==> src/hdl/ssp_pkg.sv <==
`timescale 1ns / 1ps

package ssp_pkg;

    // Nesting depth counter width and its saturation value
    localparam int DEPTH_WIDTH = 8;
    localparam logic [DEPTH_WIDTH-1:0] DEPTH_MAX = {DEPTH_WIDTH{1'b1}};

    // Keyword buffer: up to five word characters, letters in upper case
    localparam int WORD_CHARS = 5;
    localparam int WORD_BITS  = WORD_CHARS * 8;
    localparam logic [2:0] WORD_LEN_MAX  = 3'd5;
    localparam logic [2:0] WORD_TOO_LONG = 3'd6;
    localparam logic [2:0] LEN_BEGIN     = 3'd5;
    localparam logic [2:0] LEN_END       = 3'd3;
    localparam logic [WORD_BITS-1:0] KW_BEGIN = 40'h424547494E;
    localparam logic [WORD_BITS-1:0] KW_END   = 40'h0000454E44;

    // Byte codes
    localparam logic [7:0] CHAR_SEMI    = 8'h3B;
    localparam logic [7:0] CHAR_DASH    = 8'h2D;
    localparam logic [7:0] CHAR_SLASH   = 8'h2F;
    localparam logic [7:0] CHAR_STAR    = 8'h2A;
    localparam logic [7:0] CHAR_NEWLINE = 8'h0A;
    localparam logic [7:0] CHAR_SQUOTE  = 8'h27;
    localparam logic [7:0] CHAR_DQUOTE  = 8'h22;
    localparam logic [7:0] CHAR_UNDER   = 8'h5F;
    localparam logic [7:0] CHAR_SPACE   = 8'h20;
    localparam logic [7:0] CASE_OFFSET  = 8'h20;

    // Queue between classifier and scanner
    localparam int QUEUE_DEPTH = 2;
    localparam int QPTR_W      = (QUEUE_DEPTH > 1) ? $clog2(QUEUE_DEPTH) : 1;
    localparam int QCNT_W      = $clog2(QUEUE_DEPTH + 1);

    typedef enum logic [3:0] {
        CLS_OTHER,
        CLS_SQUOTE,
        CLS_DQUOTE,
        CLS_DASH,
        CLS_SLASH,
        CLS_STAR,
        CLS_SEMI,
        CLS_NEWLINE
    } char_class_t;

    typedef enum logic [2:0] {
        MODE_NORMAL = 3'd0,
        MODE_SQUOTE = 3'd1,
        MODE_DQUOTE = 3'd2,
        MODE_LINE   = 3'd3,
        MODE_BLOCK  = 3'd4
    } scan_mode_t;

    typedef enum logic [1:0] {
        PEND_NONE  = 2'd0,
        PEND_DASH  = 2'd1,
        PEND_SLASH = 2'd2
    } opener_t;

    // One classified byte as it travels through the queue
    typedef struct packed {
        logic [7:0]  text_byte;
        logic [7:0]  upper_byte;
        logic        last;
        logic        is_word;
        logic        is_space;
        char_class_t cls;
    } item_t;

endpackage

==> src/hdl/ssp_front.sv <==
`timescale 1ns / 1ps

module ssp_front (
    input  logic            s_valid,
    output logic            s_ready,
    input  logic [7:0]      s_text_byte,
    input  logic            s_end_of_text,
    input  logic            queue_full,
    output logic            push,
    output ssp_pkg::item_t  item
);
    import ssp_pkg::*;

    // Accept whenever the queue has room
    assign s_ready = ~queue_full;
    assign push    = s_valid & ~queue_full;

    // Classify the incoming byte
    always_comb begin
        item            = '0;
        item.text_byte  = s_text_byte;
        item.last       = s_end_of_text;
        item.is_word    = (s_text_byte inside {[8'h61:8'h7A], [8'h41:8'h5A], [8'h30:8'h39]})
                          || (s_text_byte == CHAR_UNDER);
        item.is_space   = (s_text_byte == CHAR_SPACE) || (s_text_byte inside {[8'h09:8'h0D]});
        item.upper_byte = (s_text_byte inside {[8'h61:8'h7A]}) ? s_text_byte - CASE_OFFSET
                                                                : s_text_byte;
        case (s_text_byte)
            CHAR_SQUOTE:  item.cls = CLS_SQUOTE;
            CHAR_DQUOTE:  item.cls = CLS_DQUOTE;
            CHAR_DASH:    item.cls = CLS_DASH;
            CHAR_SLASH:   item.cls = CLS_SLASH;
            CHAR_STAR:    item.cls = CLS_STAR;
            CHAR_SEMI:    item.cls = CLS_SEMI;
            CHAR_NEWLINE: item.cls = CLS_NEWLINE;
            default:      item.cls = CLS_OTHER;
        endcase
    end

endmodule

==> src/hdl/ssp_queue.sv <==
`timescale 1ns / 1ps

module ssp_queue (
    input  logic            aclk,
    input  logic            aresetn,
    input  logic            push,
    input  ssp_pkg::item_t  push_item,
    output logic            full,
    input  logic            pop,
    output logic            head_valid,
    output ssp_pkg::item_t  head_item
);
    import ssp_pkg::*;

    item_t             entry_reg [QUEUE_DEPTH];
    logic [QPTR_W-1:0] wr_ptr_reg, wr_ptr_next;
    logic [QPTR_W-1:0] rd_ptr_reg, rd_ptr_next;
    logic [QCNT_W-1:0] count_reg, count_next;

    assign full       = (count_reg == QCNT_W'(QUEUE_DEPTH));
    assign head_valid = (count_reg != '0);
    assign head_item  = entry_reg[rd_ptr_reg];

    // Pointer and occupancy update
    always_comb begin
        wr_ptr_next = wr_ptr_reg;
        rd_ptr_next = rd_ptr_reg;
        count_next  = count_reg;
        if (push) begin
            wr_ptr_next = (wr_ptr_reg == QPTR_W'(QUEUE_DEPTH - 1)) ? '0 : wr_ptr_reg + 1'b1;
        end
        if (pop) begin
            rd_ptr_next = (rd_ptr_reg == QPTR_W'(QUEUE_DEPTH - 1)) ? '0 : rd_ptr_reg + 1'b1;
        end
        if (push && !pop) begin
            count_next = count_reg + 1'b1;
        end else if (pop && !push) begin
            count_next = count_reg - 1'b1;
        end
    end

    always_ff @(posedge aclk) begin
        if (!aresetn) begin
            wr_ptr_reg <= '0;
            rd_ptr_reg <= '0;
            count_reg  <= '0;
        end else begin
            wr_ptr_reg <= wr_ptr_next;
            rd_ptr_reg <= rd_ptr_next;
            count_reg  <= count_next;
        end
    end

    // Storage needs no reset
    always_ff @(posedge aclk) begin
        if (push) begin
            entry_reg[wr_ptr_reg] <= push_item;
        end
    end

endmodule

==> src/hdl/ssp_scanner.sv <==
`timescale 1ns / 1ps

module ssp_scanner (
    input  logic            aclk,
    input  logic            aresetn,
    input  logic            head_valid,
    input  ssp_pkg::item_t  head_item,
    output logic            pop,
    output logic            m_valid,
    input  logic            m_ready,
    output logic [7:0]      m_byte_out,
    output logic            m_statement_end,
    output logic            m_text_done
);
    import ssp_pkg::*;

    scan_mode_t                mode_reg, mode_next;
    logic                      quote_pend_reg, quote_pend_next;
    logic                      star_reg, star_next;
    opener_t                   opener_reg, opener_next;
    logic [WORD_BITS-1:0]      letters_reg, letters_next;
    logic [2:0]                word_len_reg, word_len_next;
    logic [DEPTH_WIDTH-1:0]    depth_reg, depth_next;
    logic                      content_reg, content_next;

    logic                      out_valid_reg;
    logic [7:0]                out_byte_reg;
    logic                      out_end_reg;
    logic                      out_done_reg;

    logic                      run_normal;
    logic                      quote_match;
    logic                      end_flag;

    // Take the queue head when the output register is free or draining
    assign pop = head_valid & (~out_valid_reg | m_ready);

    assign m_valid         = out_valid_reg;
    assign m_byte_out      = out_byte_reg;
    assign m_statement_end = out_end_reg;
    assign m_text_done     = out_done_reg;

    // Scan state transition for the head byte
    always_comb begin
        mode_next       = mode_reg;
        quote_pend_next = quote_pend_reg;
        star_next       = star_reg;
        opener_next     = opener_reg;
        letters_next    = letters_reg;
        word_len_next   = word_len_reg;
        depth_next      = depth_reg;
        content_next    = content_reg | ~head_item.is_space;
        run_normal      = 1'b0;
        end_flag        = 1'b0;
        quote_match     = (mode_reg == MODE_SQUOTE) ? (head_item.cls == CLS_SQUOTE)
                                                    : (head_item.cls == CLS_DQUOTE);

        case (mode_reg)
            MODE_LINE: begin
                if (head_item.cls == CLS_NEWLINE) begin
                    mode_next = MODE_NORMAL;
                end
            end
            MODE_BLOCK: begin
                if (star_reg && head_item.cls == CLS_SLASH) begin
                    mode_next = MODE_NORMAL;
                    star_next = 1'b0;
                end else begin
                    star_next = (head_item.cls == CLS_STAR);
                end
            end
            MODE_SQUOTE, MODE_DQUOTE: begin
                if (quote_pend_reg) begin
                    quote_pend_next = 1'b0;
                    if (!quote_match) begin
                        mode_next  = MODE_NORMAL;
                        run_normal = 1'b1;
                    end
                end else if (quote_match) begin
                    quote_pend_next = 1'b1;
                end
            end
            default: begin
                mode_next   = MODE_NORMAL;
                opener_next = PEND_NONE;
                if (opener_reg == PEND_DASH && head_item.cls == CLS_DASH) begin
                    mode_next = MODE_LINE;
                end else if (opener_reg == PEND_SLASH && head_item.cls == CLS_STAR) begin
                    mode_next = MODE_BLOCK;
                    star_next = 1'b0;
                end else begin
                    run_normal = 1'b1;
                end
            end
        endcase

        // Normal-mode byte: word collection, keyword depth, openers, semicolon
        if (run_normal) begin
            if (head_item.is_word) begin
                if (word_len_reg < WORD_LEN_MAX) begin
                    letters_next  = {letters_reg[WORD_BITS-9:0], head_item.upper_byte};
                    word_len_next = word_len_reg + 1'b1;
                end else begin
                    word_len_next = WORD_TOO_LONG;
                end
            end else begin
                if (word_len_reg == LEN_BEGIN && letters_reg == KW_BEGIN) begin
                    if (depth_reg != DEPTH_MAX) begin
                        depth_next = depth_reg + 1'b1;
                    end
                end else if (word_len_reg == LEN_END && letters_reg == KW_END) begin
                    if (depth_reg != '0) begin
                        depth_next = depth_reg - 1'b1;
                    end
                end
                letters_next  = '0;
                word_len_next = '0;
                case (head_item.cls)
                    CLS_SQUOTE: mode_next   = MODE_SQUOTE;
                    CLS_DQUOTE: mode_next   = MODE_DQUOTE;
                    CLS_DASH:   opener_next = PEND_DASH;
                    CLS_SLASH:  opener_next = PEND_SLASH;
                    CLS_SEMI:   end_flag    = (depth_next == '0);
                    default:    end_flag    = 1'b0;
                endcase
            end
        end

        if (end_flag) begin
            content_next = 1'b0;
        end

        // Last byte: flush a non-blank remainder and return to reset state
        if (head_item.last) begin
            end_flag        = end_flag | content_next;
            mode_next       = MODE_NORMAL;
            quote_pend_next = 1'b0;
            star_next       = 1'b0;
            opener_next     = PEND_NONE;
            letters_next    = '0;
            word_len_next   = '0;
            depth_next      = '0;
            content_next    = 1'b0;
        end
    end

    // Scan state registers
    always_ff @(posedge aclk) begin
        if (!aresetn) begin
            mode_reg       <= MODE_NORMAL;
            quote_pend_reg <= 1'b0;
            star_reg       <= 1'b0;
            opener_reg     <= PEND_NONE;
            letters_reg    <= '0;
            word_len_reg   <= '0;
            depth_reg      <= '0;
            content_reg    <= 1'b0;
        end else if (pop) begin
            mode_reg       <= mode_next;
            quote_pend_reg <= quote_pend_next;
            star_reg       <= star_next;
            opener_reg     <= opener_next;
            letters_reg    <= letters_next;
            word_len_reg   <= word_len_next;
            depth_reg      <= depth_next;
            content_reg    <= content_next;
        end
    end

    // Output register valid flag
    always_ff @(posedge aclk) begin
        if (!aresetn) begin
            out_valid_reg <= 1'b0;
        end else if (pop) begin
            out_valid_reg <= 1'b1;
        end else if (m_ready) begin
            out_valid_reg <= 1'b0;
        end
    end

    // Output payload
    always_ff @(posedge aclk) begin
        if (pop) begin
            out_byte_reg <= head_item.text_byte;
            out_end_reg  <= end_flag;
            out_done_reg <= head_item.last;
        end
    end

endmodule

==> src/hdl/sql_statement_splitter.sv <==
`timescale 1ns / 1ps
// Each byte is registered in a queue entry and then in the output register,
// which drives the result port. Throughput: one byte per cycle while m_ready
// stays high; the scanner decides each byte combinationally, and a 2-entry
// queue plus the output register keep both sides moving.
// Reset: synchronous, active low; clears the queue, the output valid and all
// scan state (normal mode, depth zero). No clearing pass.

module sql_statement_splitter (
    input  logic       aclk,
    input  logic       aresetn,
    input  logic       s_valid,
    output logic       s_ready,
    input  logic [7:0] s_text_byte,
    input  logic       s_end_of_text,
    output logic       m_valid,
    input  logic       m_ready,
    output logic [7:0] m_byte_out,
    output logic       m_statement_end,
    output logic       m_text_done
);
    import ssp_pkg::*;

    item_t push_item;
    item_t head_item;
    logic  push;
    logic  pop;
    logic  queue_full;
    logic  head_valid;

    ssp_front u_front (
        .s_valid       (s_valid),
        .s_ready       (s_ready),
        .s_text_byte   (s_text_byte),
        .s_end_of_text (s_end_of_text),
        .queue_full    (queue_full),
        .push          (push),
        .item          (push_item)
    );

    ssp_queue u_queue (
        .aclk       (aclk),
        .aresetn    (aresetn),
        .push       (push),
        .push_item  (push_item),
        .full       (queue_full),
        .pop        (pop),
        .head_valid (head_valid),
        .head_item  (head_item)
    );

    ssp_scanner u_scanner (
        .aclk            (aclk),
        .aresetn         (aresetn),
        .head_valid      (head_valid),
        .head_item       (head_item),
        .pop             (pop),
        .m_valid         (m_valid),
        .m_ready         (m_ready),
        .m_byte_out      (m_byte_out),
        .m_statement_end (m_statement_end),
        .m_text_done     (m_text_done)
    );

endmodule

==> config.mk <==
export PLATFORM = sky130hd
export DESIGN_NAME = sql_statement_splitter
export DESIGN_NICKNAME = d
export VERILOG_FILES = /design/src/hdl/ssp_pkg.sv /design/src/hdl/ssp_front.sv /design/src/hdl/ssp_queue.sv /design/src/hdl/ssp_scanner.sv /design/src/hdl/sql_statement_splitter.sv
export SDC_FILE = /design/constraint.sdc
export NUM_CORES = 1
export LEC_CHECK = 0
export ABC_AREA = 1
export BUFFER_PORTS_ARGS = -buffer_cell sky130_fd_sc_hd__buf_2
export CAP_MARGIN = 20
export CORE_MARGIN = 2
export CORE_UTILIZATION = 66
export DETAILED_ROUTE_END_ITERATION = 10
export MAX_ROUTING_LAYER = met4
export PLACE_DENSITY = 0.88
export SYNTH_ARGS = -nofsm -noshare
export SYNTH_HDL_FRONTEND = slang
export SYNTH_SLANG_ARGS = --single-unit
==> constraint.sdc <==
create_clock -name aclk -period 6.3 [get_ports aclk]
set_input_delay 1.89 -clock aclk [delete_from_list [all_inputs] [get_ports aclk]]
set_output_delay 1.89 -clock aclk [all_outputs]
set_load 0.02 [all_outputs]
== Word level (Yosys, flattened, before mapping) ==
Memories as Yosys holds them, arrays and structs flattened. A register that Yosys moved wholly into a read port is not among the register bits.
Cells that the tools add are included.
Word-level totals
  input port bits: 13
  bits in registers: 74
  memories kept: 1
  output and inout bits: 12
  memory bits (writable): 44
Memory list
  u_queue.entry_reg: depth 2, width 22, rd ports 1, clocked after memory_dff 1, write ports 1, RTL line ssp_queue.sv:15  | item_t entry_reg [QUEUE_DEPTH];
Operators by class
  add/sub/neg operators: 8
  muxes and demuxes: 66
  magnitude comparators: 9
  reduce and logical (&&, ||, !) cells: 33
  equality and inequality tests: 32
  bitwise logic cells: 8
Operators by type and width (number)
  two-way mux 40 bit: 4
  two-way mux 8 bit: 10
  equality test 8 x 6 -> 1 bit (second input constant): 7
  equality test 40 x 23 -> 1 bit (second input constant): 1
  equality test 40 x 39 -> 1 bit (second input constant): 1
  two-way mux 3 bit: 13
  two-way mux 1 bit: 27
  case mux 3 bit (7 select lines): 1
  equality test 4 x 3 -> 1 bit (second input constant): 4
  >= comparator 8 x 7 -> 1 bit (second input constant): 2
  less-or-equal comparator 8 x 7 -> 1 bit (second input constant): 2
  two-way mux 2 bit: 6
  logical AND 1 bit: 11
  nonzero test 2 bit: 5
  equality test 3 x 2 -> 1 bit (second input constant): 3
  case mux 3 bit (3 select lines): 1
  adder 8 x 1 -> 8 bit (second input constant): 1
  equality test 4 x 2 -> 1 bit (second input constant): 2
  equality test 8 x 4 -> 1 bit (second input constant): 1
  equality test 8 x 7 -> 1 bit (second input constant): 1
  >= comparator 8 x 4 -> 1 bit (second input constant): 1
  >= comparator 8 x 6 -> 1 bit (second input constant): 1
  less-or-equal comparator 8 x 4 -> 1 bit (second input constant): 1
  less-or-equal comparator 8 x 6 -> 1 bit (second input constant): 1
  33 further kinds: 49

== Longest topological paths before layout ==
Gate-level depths: netlist of the first run.
  depth after elaboration: 13
  gate-level depth with buffers: 16
  depth with buffers taken out: 16

== Modules after synthesis ==
Synthesis of the first run repeated with hierarchy kept, for this count alone.
Second synthesis, totals
  cells, all modules: 862
  area total of the unflattened synthesis: 6607.6 um2
By module, submodules not included
  ssp_scanner: area an instance 4161.5 um2, cells each 643, instances 1, sequential area each 1501.4 um2
  ssp_queue: area an instance 1890.6 um2, cells each 106, instances 1, sequential area each 1481.4 um2
  ssp_front: area an instance 555.5 um2, cells each 113, instances 1, sequential area each 0.0 um2

== Worst setup path before layout of the first run ==
Ideal clock, no wire load.
  path type: input port to flip-flop
  from: input port m_ready
  to: register u_queue.count_reg[1]
  arrival: 3597 ps
  stages: 8
  path buffers: 0
  path slack: 2581 ps
  cell sequence: nor2_1 a21oi_2 clkinv_1 ha_1 a21oi_1 o21ai_0 o21ai_0 a21oi_1
Between the ends
  longest elaborated chain between the ends: 5
  elaborated cells between the ends (all ways): 7
RTL lines
  from (decl): RTL line sql_statement_splitter.sv:17  | input logic m_ready,
  OR 1 bit (*): RTL line ssp_scanner.sv:36  | assign pop = head_valid & (~out_valid_reg | m_ready);
  bitwise AND 1 bit (*): RTL line ssp_scanner.sv:36
  via pop: RTL line sql_statement_splitter.sv:27  | logic pop;
  logical NOT 1 bit: RTL line ssp_queue.sv:35  | if (push && !pop) begin
  logical AND 1 bit: RTL line ssp_queue.sv:35
  two-way mux 2 bit or nonzero test 2 bit (tied branches)
  to (signal assigned): RTL line ssp_queue.sv:50  | count_reg <= count_next;
  to (decl): RTL line ssp_queue.sv:18  | logic [QCNT_W-1:0] count_reg, count_next;
Mark *: on every way through the listed nets, which the timed path passes. The rest lies on a longest branch.
A chain may end at the register's enable or synchronous reset.

== Worst setup path after layout of the first run ==
Ends and elaborated chain as after synthesis.

==> results.sh, run 1 <==
export IMPL_area_growth_pct=5.921
export IMPL_clockRootBuffer="clkbuf_8"
export IMPL_clkLatencyLatePin_ps=380
export IMPL_utilization=0.7264
export IMPL_firstDrtPassIters=6
export IMPL_synth_edf_count=44
export IMPL_whs_ps=470.8
export IMPL_rows=33
export IMPL_finalSetupTns_ps=0
export IMPL_place_area_um2=5808
export IMPL_nets=779
export IMPL_synth_area_leaders="edfxtp_1, dfxtp_1, nand2_1, nor2_1, a21oi_1"
export IMPL_endpoint_kind="flop"
export IMPL_clock_sinks=109
export IMPL_core_um2=8258
export IMPL_syn_inst=737
export IMPL_cts_tree="built"
export IMPL_place_hpwl_mm=8.593
export IMPL_synthDominantCellAreaShare=0.2333
export IMPL_dpl_cell_count=850
export IMPL_ctsResizeCount=0
export IMPL_synth_net_count=760
export IMPL_ys_types=41
export IMPL_wl_mm=11.93
export IMPL_ir_worst_vdd_mv=0.2784
export IMPL_critPathKind="in2reg"
export IMPL_maxCapViolations=0
export IMPL_slew_headroom=0.3369
export IMPL_htree_num_levels=3
export IMPL_io_pins=25
export IMPL_drc=0
export IMPL_min_path_type="reg2reg"
export IMPL_holdBufCountCts=0
export IMPL_min_period_ps=3879
export IMPL_grt_pass1_vias=4668
export IMPL_worstPathArrival_ps=4150
export IMPL_async_reset_ff_frac=0
export IMPL_power_density_nw_per_um2=352.9
export IMPL_regToRegEndpoint="u_scanner.letters_reg[17]$_SDFFE_PN0P_"
export IMPL_grt_pass1_wl_mm=20.20
export IMPL_rsz0062_at_grt="false"
export IMPL_synth_seq_cells=109
export IMPL_start_kind="primary input"
export IMPL_synth_top_cell_by_area="edfxtp_1"
export IMPL_status="finished clean"
export IMPL_yosys_most_used_dff="dfxtp_1"
export IMPL_instances_no_fill=866
export IMPL_r2r_cells=14
export IMPL_final_cell_mix="nand2_1, nor2_1, inv_1"
export IMPL_r2r_slack_ps=3330
export IMPL_worst_pin_slew_ps=994.7
export IMPL_io_buffers=24
export IMPL_viasPerCell=5.639
export IMPL_n_fill_cell=636
export IMPL_synth_seq_area_share=0.4631
export IMPL_die_y_um=96.63
export IMPL_syn_avg_cell_area_um2=7.684
export IMPL_yosysWarnings=0
export IMPL_setup_violations_final=0
export IMPL_drt_antenna_violating_nets=0
export IMPL_crit_path_end="u_queue.count_reg[1]$_SDFFE_PN0P_"
export IMPL_routedWlPerCell_um=13.78
export IMPL_hold_violations=0
export IMPL_final_common_cell="nand2_1"
export IMPL_grt_overflow_total=0
export IMPL_p_leak_nw=2.321
export IMPL_die_area_um2=9337
export IMPL_clockBufferDepth=2
export IMPL_total_power_mw=2.117
export IMPL_slew_violations=0
export IMPL_critPathMaxStageDelay_ps=720
export IMPL_skew_ps=17.54
export IMPL_syn_area_um2=5663
export IMPL_path_cells="buf_2, nor2_1, a21oi_2, clkinv_1, ha_1, a21oi_1, o21ai_0, o21ai_0, a21oi_1"
export IMPL_crit_start="m_ready"
export IMPL_largest_reg_flops=40
export IMPL_place_ws_ps=2046
export IMPL_drt_iter0_markers=332
export IMPL_grt_max_degree=52
export IMPL_slowest_stage="a21oi_2"
export IMPL_clkTransAtPathRegs_ps=110
export IMPL_diodes=0
export IMPL_gp_congestion=0.9665
export IMPL_cp_required_ps=6570
export IMPL_cp_max_fo=18
export IMPL_num_vias=4883
export IMPL_initial_core_util=0.6858
export IMPL_fmax_mhz=257.8
export IMPL_cts_post_setup_buffers_inserted=0
export IMPL_final_area_um2=5998
export IMPL_grt_antenna_before_repair=0
export IMPL_fin_crit_sh=0.6158
export IMPL_grt_total_usage=0.2676
export IMPL_drive_gt1_frac=0.1275
export IMPL_cts_buffers=9
export IMPL_die_w_um=96.63
export IMPL_fin_ws_ps=2421
-- power breakdown --
group	leakage [nW]	switching, mW	total (mW)	internal (mW)
Combinational	1.28	0.573	0.778	0.206
Clock	0.0961	0.257	0.411	0.155
Sequential	0.943	0.0598	0.927	0.867
-- cell families after synthesis --
logic type      share of synthesized area
simple gates                       0.3080
mux                              0.001768
xor+xnor                         0.006186
flops                              0.4631
fa+ha+maj                         0.02209
buf+inv                           0.07711
compound gates                     0.1217
-- critical path, delay by kind of cell --
family | cells | cell delay, ps
AO/OA/AOI/OAI | 5 | 1210
buffers and inverters | 2 | 560
adder cells (fa/ha/maj) | 1 | 430
AND/OR/NAND/NOR | 1 | 50
-- how the worst min path moves through the flow --
stage / startpoint / end / slack (ps) / depth (start not counted)
floorplan: u_queue.rd_ptr_reg$_SDFFE_PN0P_ / flop / 430 / 1
CTS: u_scanner.star_reg$_SDFFE_PN0P_ / u_scanner.star_reg$_SDFFE_PN0P_ / 470 / 2
global route: u_scanner.letters_reg[35]$_SDFFE_PN0P_ / u_scanner.letters_reg[35]$_SDFFE_PN0P_ / 500 / 2
finish: u_scanner.star_reg$_SDFFE_PN0P_ / u_scanner.star_reg$_SDFFE_PN0P_ / 470 / 2
detailed placement: u_scanner.star_reg$_SDFFE_PN0P_ / u_scanner.star_reg$_SDFFE_PN0P_ / 460 / 2
global placement: u_queue.rd_ptr_reg$_SDFFE_PN0P_ / flop / 430 / 1
-- layout make-up --
cell class	instances	area, um^2	share of cell area
tap	105	131.4	0.02190
multi-input combinational	528	2604	0.4341
sequential	109	2623	0.4372
clock buffer	10	127.6	0.02128
clock inverter	6	62.56	0.01043
timing repair buffer	28	150.1	0.02503
inverter	80	300.3	0.05006
-- layer usage --
metal / GRT usage / wire (um) / up-vias
met1: 0.3137 / 4947 / 2268
li1: - / - / 2454
met3: 0.04986 / 711 / 17
met2: 0.4621 / 6104 / 144
met5: - / 0 / -
met4: 0.09426 / 170 / 0
-- Yosys cell counts, types with 2 or more instances --
cell type and n:
a21oi_1 56, a21oi_2 11, a221oi_2 2, buf_4 4, buf_6 6, clkbuf_1 9
clkinv_1 2, dfxtp_1 65, edfxtp_1 44, ha_1 10, inv_1 73, inv_2 5
nand2_1 196, nand2_2 14, nand2_4 2, nand3_1 48, nand3_2 4, nand4_1 12
nor2_1 93, nor2_2 3, nor2_4 2, nor3_1 16, o211ai_1 3, o211ai_2 3
o21ai_0 28, o21ai_2 2, o22ai_1 3, or2_2 5, xor2_1 4
Power figures use the tool's default switching activity.
==> run 2, diff against run 1 <==
--- a/config.mk
+++ b/config.mk
@@ -9,10 +9,10 @@
 export BUFFER_PORTS_ARGS = -buffer_cell sky130_fd_sc_hd__buf_2
 export CAP_MARGIN = 20
 export CORE_MARGIN = 2
-export CORE_UTILIZATION = 66
+export CORE_UTILIZATION = 56
 export DETAILED_ROUTE_END_ITERATION = 10
 export MAX_ROUTING_LAYER = met4
-export PLACE_DENSITY = 0.88
+export PLACE_DENSITY = 0.79
 export SYNTH_ARGS = -nofsm -noshare
 export SYNTH_HDL_FRONTEND = slang
 export SYNTH_SLANG_ARGS = --single-unit
==> constraint.sdc (replaced) <==
create_clock -name aclk -period 3.39 [get_ports aclk]
set_input_delay 1.017 -clock aclk [delete_from_list [all_inputs] [get_ports aclk]]
set_output_delay 1.017 -clock aclk [all_outputs]
set_load 0.02 [all_outputs]
==> results.sh, run 2 (synthesis results as in run 1) <==
export IMPL_start_kind="flop"
export IMPL_final_cell_mix="nand2_1, nor2_1, inv_1"
export IMPL_grt_max_degree=51
export IMPL_drc=0
export IMPL_setup_violations_final=0
export IMPL_status="finished clean"
export IMPL_place_hpwl_mm=8.735
export IMPL_grt_overflow_total=0
export IMPL_clkTransAtPathRegs_ps=110
export IMPL_grt_pass1_wl_mm=21.05
export IMPL_drt_iter0_markers=238
export IMPL_min_path_type="reg2reg"
export IMPL_cp_common_cell="nand2_1"
export IMPL_slew_headroom=0.5545
export IMPL_cts_buffers=9
export IMPL_clock_sinks=109
export IMPL_firstDrtPassIters=4
export IMPL_skew_ps=6.614
export IMPL_top_usage_layer="met2"
export IMPL_crit_buf_inv=3
export IMPL_met3_usage=0.04741
export IMPL_cts_post_setup_buffers_inserted=0
export IMPL_grt_pass1_vias=4660
export IMPL_grt_total_usage=0.2417
export IMPL_clockBufferDepth=2
export IMPL_fmax_mhz=387.3
export IMPL_initial_core_util=0.5794
export IMPL_viasPerCell=5.459
export IMPL_maxCapViolations=0
export IMPL_path_cells="buf_4, nand2_1, o21ai_2, inv_2, nand3_1, nand2_1, nand2_2, nand3_2, nand3_2, nand2_4, nor2_8, nand2_2, inv_2, nand2_1, a21oi_2"
export IMPL_use_met2=0.3982
export IMPL_hold_violations=0
export IMPL_final_common_cell="nand2_1"
export IMPL_die_w_um=104.6
export IMPL_p_leak_nw=2.353
export IMPL_slew_violations=0
export IMPL_grt_antenna_before_repair=0
export IMPL_die_area_um2=10930
export IMPL_min_period_ps=2582
export IMPL_routedWlPerCell_um=13.81
export IMPL_largest_reg_flops=40
export IMPL_use_met1=0.2928
export IMPL_io_pins=25
export IMPL_ir_worst_vdd_mv=0.4293
export IMPL_die_y_um=104.6
export IMPL_holdBufCountCts=0
export IMPL_endpoint_kind="flop"
export IMPL_n_fill_cell=884
export IMPL_whs_ps=469.3
export IMPL_rows=36
export IMPL_ctsResizeCount=0
export IMPL_core_um2=9774
export IMPL_diodes=0
export IMPL_cp_required_ps=3700
export IMPL_drive_gt1_frac=0.1311
export IMPL_worst_pin_slew_ps=667.3
export IMPL_path_delay_family="simple AND/OR/NAND/NOR gates"
export IMPL_critPathMaxStageDelay_ps=500
export IMPL_worstPathArrival_ps=2890
export IMPL_place_area_um2=5858
export IMPL_fin_crit_sh=0.7616
export IMPL_gp_congestion=0.9424
export IMPL_final_area_um2=6096
export IMPL_power_density_nw_per_um2=680.9
export IMPL_rsz0062_at_grt="false"
export IMPL_drt_antenna_violating_nets=0
export IMPL_htree_num_levels=3
export IMPL_clkLatencyLatePin_ps=380
export IMPL_instances_no_fill=896
export IMPL_cp_max_fo=40
export IMPL_io_buffers=24
export IMPL_slowest_stage="inv_2"
export IMPL_finalSetupTns_ps=0
export IMPL_wl_mm=12.38
export IMPL_cts_tree="built"
export IMPL_nets=781
export IMPL_dpl_cell_count=880
export IMPL_num_vias=4891
export IMPL_clockRootBuffer="clkbuf_8"
export IMPL_area_growth_pct=7.645
export IMPL_critPathKind="reg2reg"
==> run 2: changes by cell type in the layout (fill, tap and decap cells not counted), sizes merged <==
cell	change
clkbuf	-1
bufinv	+2
clkinv	-1
buf	+2
==> run 2: power breakdown <==
part	switching [mW]	total [mW]	internal (mW)	leakage [nW]
logic	1.10	1.51	0.409	1.29
clock network	0.481	0.915	0.434	0.119
registers	0.114	1.72	1.61	0.943
total	1.70	4.15	2.45	2.35
==> run 2: cell type report <==
| type | count | area (um^2) | share of cell area |
|---|---|---|---|
| Timing Repair Buffer | 30 | 165.2 | 0.02709 |
| Clock inverter | 7 | 113.9 | 0.01868 |
| Inverter | 80 | 300.3 | 0.04926 |
| Tap cell | 133 | 166.4 | 0.02730 |
| Sequential cell | 109 | 2623 | 0.4302 |
| Multi-Input combinational cell | 528 | 2604 | 0.4271 |
| Clock buffer | 9 | 123.9 | 0.02032 |
==> run 2: per-layer routing <==
metal,share of wire,vias up
met3,0.042,27
met2,0.49,113
met5,0,-
li1,-,2469
met1,0.44,2282
met4,0.022,0
==> run 2: path summary, 6_finish.rpt <==
kind	depth (start not counted)	slack (ps)	end	from
setup / recovery	15	810	u_scanner.letters_reg[1]$_SDFFE_PN0P_	flop
hold / removal	2	470	u_scanner.star_reg$_SDFFE_PN0P_	u_scanner.star_reg$_SDFFE_PN0P_
setup reg to reg	15	810	u_scanner.letters_reg[1]$_SDFFE_PN0P_	flop
hold reg to reg	2	470	u_scanner.star_reg$_SDFFE_PN0P_	u_scanner.star_reg$_SDFFE_PN0P_
==> run 2: worst reg2reg max path, delay by kind of cell, from the launching register on <==
| family | cells | cell delay [ps] |
|---|---|---|
| and+or+nand+nor | 10 | 1050 |
| buffers and inverters | 3 | 870 |
| AOI/OAI and AO/OA | 2 | 250 |
| DFF | 1 | 360 |
==> run 2: through the flow <==
stage / worst slack, ps / utilization / power, mW
4_1_cts: 779.3 / 0.6237 / 4.169
3_5_place_dp: 575.2 / 0.5993 / 3.247
2_1_floorplan: 544.1 / - / 2.977
6_report: 808.2 / 0.6237 / 4.151
5_1_grt: 526.1 / 0.6237 / 4.402
3_3_place_gp: 660.6 / 0.5993 / 3.195
==> run 3, diff against run 2 <==
--- a/config.mk
+++ b/config.mk
@@ -5,14 +5,14 @@
 export SDC_FILE = /design/constraint.sdc
 export NUM_CORES = 1
 export LEC_CHECK = 0
-export ABC_AREA = 1
+export ABC_AREA = 0
 export BUFFER_PORTS_ARGS = -buffer_cell sky130_fd_sc_hd__buf_2
 export CAP_MARGIN = 20
 export CORE_MARGIN = 2
-export CORE_UTILIZATION = 56
+export CORE_UTILIZATION = 61
 export DETAILED_ROUTE_END_ITERATION = 10
 export MAX_ROUTING_LAYER = met4
-export PLACE_DENSITY = 0.79
+export PLACE_DENSITY = 0.82
 export SYNTH_ARGS = -nofsm -noshare
 export SYNTH_HDL_FRONTEND = slang
 export SYNTH_SLANG_ARGS = --single-unit
==> constraint.sdc (replaced) <==
create_clock -name aclk -period 2.5 [get_ports aclk]
set_input_delay 0.75 -clock aclk [delete_from_list [all_inputs] [get_ports aclk]]
set_output_delay 0.75 -clock aclk [all_outputs]
set_load 0.02 [all_outputs]
==> results.sh, run 3 <==
export IMPL_die_y_um=98.95
export IMPL_min_path_type="reg2reg"
export IMPL_utilization=0.7184
export IMPL_grt_max_degree=43
export IMPL_synth_area_leaders="edfxtp_1, dfxtp_1, nor2b_1, a22oi_1, mux2_2"
export IMPL_ys_types=75
export IMPL_place_hpwl_mm=8.348
export IMPL_synthSimpleGateAreaFrac=0.2255
export IMPL_cp_max_fo=8
export IMPL_hold_depth=2
export IMPL_use_met1=0.3504
export IMPL_cts_buffers=9
export IMPL_yosysMostFrequentCell="dfxtp_1"
export IMPL_clock_sinks=109
export IMPL_maxCapViolations=0
export IMPL_whs_ps=513.4
export IMPL_skew_ps=16.58
export IMPL_synthXorXnorAreaFrac=0.01274
export IMPL_routedWlPerCell_um=17.59
export IMPL_r2r_cells=10
export IMPL_rsz0062_at_grt="true"
export IMPL_grt_overflow_total=0
export IMPL_hold_violations=0
export IMPL_synth_seq_area_share=0.4769
export IMPL_synth_seq_cells=109
export IMPL_seq_area_um2=2631
export IMPL_grt_total_usage=0.2642
export IMPL_r2r_slack_ps=20
export IMPL_p_leak_nw=2.147
export IMPL_grt_pass1_wl_mm=20.29
export IMPL_worstPathArrival_ps=2760
export IMPL_synth_top_cell_by_area="edfxtp_1"
export IMPL_syn_inst=538
export IMPL_final_cell_mix="dfxtp_1, nor2b_1, edfxtp_1"
export IMPL_clockBufferDepth=2
export IMPL_cp_required_ps=2780
export IMPL_async_reset_ff_frac=0
export IMPL_hp_start="u_scanner.opener_reg[0]$_SDFFE_PN0P_"
export IMPL_slew_violations=0
export IMPL_status="finished clean"
export IMPL_io_buffers=24
export IMPL_top_usage_layer="met2"
export IMPL_final_common_cell="dfxtp_1"
export IMPL_fin_crit_sh=0.9901
export IMPL_largest_reg_flops=40
export IMPL_cts_tree="built"
export IMPL_synth_top_family_by_area="simple AND/OR/NAND/NOR gates"
export IMPL_synth_edf_count=44
export IMPL_worst_pin_slew_ps=514.8
export IMPL_rows=34
export IMPL_start_kind="flop"
export IMPL_ir_worst_vdd_mv=0.4575
export IMPL_synth_net_count=561
export IMPL_muxShareOfSynthArea=0.04118
export IMPL_critPathKind="reg2reg"
export IMPL_gp_congestion=0.9073
export IMPL_drt_iter0_markers=256
export IMPL_htree_num_levels=3
export IMPL_r2r_start="u_scanner.word_len_reg[1]$_SDFFE_PN0P_"
export IMPL_initial_core_util=0.6306
export IMPL_core_um2=8721
export IMPL_wl_mm=12.14
export IMPL_yosysWarnings=0
export IMPL_n_fill_cell=615
export IMPL_synth_fa_ha_area_frac=0.02639
export IMPL_grt_antenna_before_repair=0
export IMPL_syn_avg_cell_area_um2=10.22
export IMPL_clkTransAtPathRegs_ps=110
export IMPL_firstDrtPassIters=5
export IMPL_syn_area_um2=5499
export IMPL_clkLatencyLatePin_ps=380
export IMPL_use_met2=0.4252
export IMPL_synth_common_cells="dfxtp_1, nor2b_1, edfxtp_1"
export IMPL_fmax_mhz=404.0
export IMPL_die_area_um2=9790
export IMPL_die_w_um=98.95
export IMPL_power_density_nw_per_um2=776.5
export IMPL_min_period_ps=2475
export IMPL_nets=600
export IMPL_diodes=0
export IMPL_endpoint_kind="flop"
export IMPL_hold_path_end="u_scanner.opener_reg[0]$_SDFFE_PN0P_"
export IMPL_drc=0
export IMPL_multi_input_area_um2=2795
export IMPL_met3_usage=0.04255
export IMPL_clockRootBuffer="clkbuf_8"
export IMPL_regToRegEndpoint="u_scanner.content_reg$_SDFFE_PN0P_"
export IMPL_viasPerCell=6.207
export IMPL_drt_antenna_violating_nets=0
export IMPL_drive_gt1_frac=0.2251
export IMPL_grt_pass1_vias=4174
export IMPL_synth_compound_area_share=0.1779
export IMPL_yosys_most_used_dff="dfxtp_1"
export IMPL_num_vias=4283
export IMPL_finalSetupTns_ps=0
export IMPL_area_growth_pct=13.92
export IMPL_slew_headroom=0.6557
export IMPL_io_pins=25
export IMPL_setup_violations_final=0
export IMPL_synthDominantCellAreaShare=0.2403
## run 3: cell types whose count changed in the layout (fill, tap and decap cells not counted), sizes merged, moves of 7 or more
cell and delta:
xnor2 +7, nor2 -73, buf +31, nor2b +50, nor4 +12, nand3 -37
and2 +8, mux2i +7, mux2 +13, nand2 -182, a22oi +41, a21oi -49
inv -64
## run 3: worst max-delay path, cell delays in order (launching register included)
cell     delay [ps]
dfxtp_2         350
inv_1            60
ha_1            160
nand4_1         100
or4_4           540
o21a_4          170
nor3_1          220
a21oi_2          90
nor4b_4         330
a41oi_2         140
o211a_1         210
## run 3: layer usage
metal / up-vias / part of all wire
met3: 16 / 0.049
li1: 2082 / -
met2: 119 / 0.49
met4: 0 / 0.013
met1: 2066 / 0.45
met5: - / 0
## run 3: area by class of cell
cell class                 count  area share
tap                          108     0.02157
multi-input combinational    381      0.4462
inverter                      15    0.008987
clock inverter                 6     0.01138
sequential                   109      0.4200
timing repair buffer          61     0.06810
clock buffer                  10     0.02377
## run 3: timing repair
action,in CTS,in global routing
resized for setup,6,17
pin swaps,2,3
buffers inserted,0,2
gates cloned,0,0
setup endpoints to repair,21,44
hold buffers,0,0
## run 3: worst max-delay path by stage
stage,cells after the start,slack (ps),end,start
5_1_grt,9,-110,u_scanner.content_reg$_SDFFE_PN0P_,u_scanner.letters_reg[18]$_SDFFE_PN0P_
3_5_place_dp,11,-70,u_scanner.content_reg$_SDFFE_PN0P_,u_scanner.word_len_reg[0]$_SDFFE_PN0P_
6_report,10,20,u_scanner.content_reg$_SDFFE_PN0P_,u_scanner.word_len_reg[1]$_SDFFE_PN0P_
3_3_place_gp,11,-30,u_scanner.content_reg$_SDFFE_PN0P_,u_scanner.word_len_reg[1]$_SDFFE_PN0P_
4_1_cts,10,20,u_scanner.content_reg$_SDFFE_PN0P_,u_scanner.word_len_reg[0]$_SDFFE_PN0P_
2_1_floorplan,10,60,u_scanner.content_reg$_SDFFE_PN0P_,u_scanner.word_len_reg[0]$_SDFFE_PN0P_
## run 3: cells by family after synthesis
logic type | Yosys count
adders and majority gates | 12
and+or+nand+nor | 203
AOI/OAI and AO/OA | 137
muxes | 21
DFF | 109
xor gates and xnor gates | 8
buffers and inverters | 48
## run 3: power by group
| group | leakage (nW) | internal, mW | switching, mW |
|---|---|---|---|
| Clock | 0.107 | 0.456 | 0.661 |
| Sequential | 0.944 | 2.12 | 0.121 |
| Combinational | 1.10 | 0.590 | 0.919 |
| Total | 2.15 | 3.16 | 1.70 |
## run 3: per-stage QoR
step                setup WS, ps  instances  area (um^2)  total power, mW
floorplan                  60.36        538         5517            3.222
global placement          -26.38        672         5906            3.680
detailed placement        -69.16        672         5906            3.727
CTS                        15.57        688         6155            4.844
global route              -107.3        690         6265            5.111
finish                     24.63        690         6265            4.865
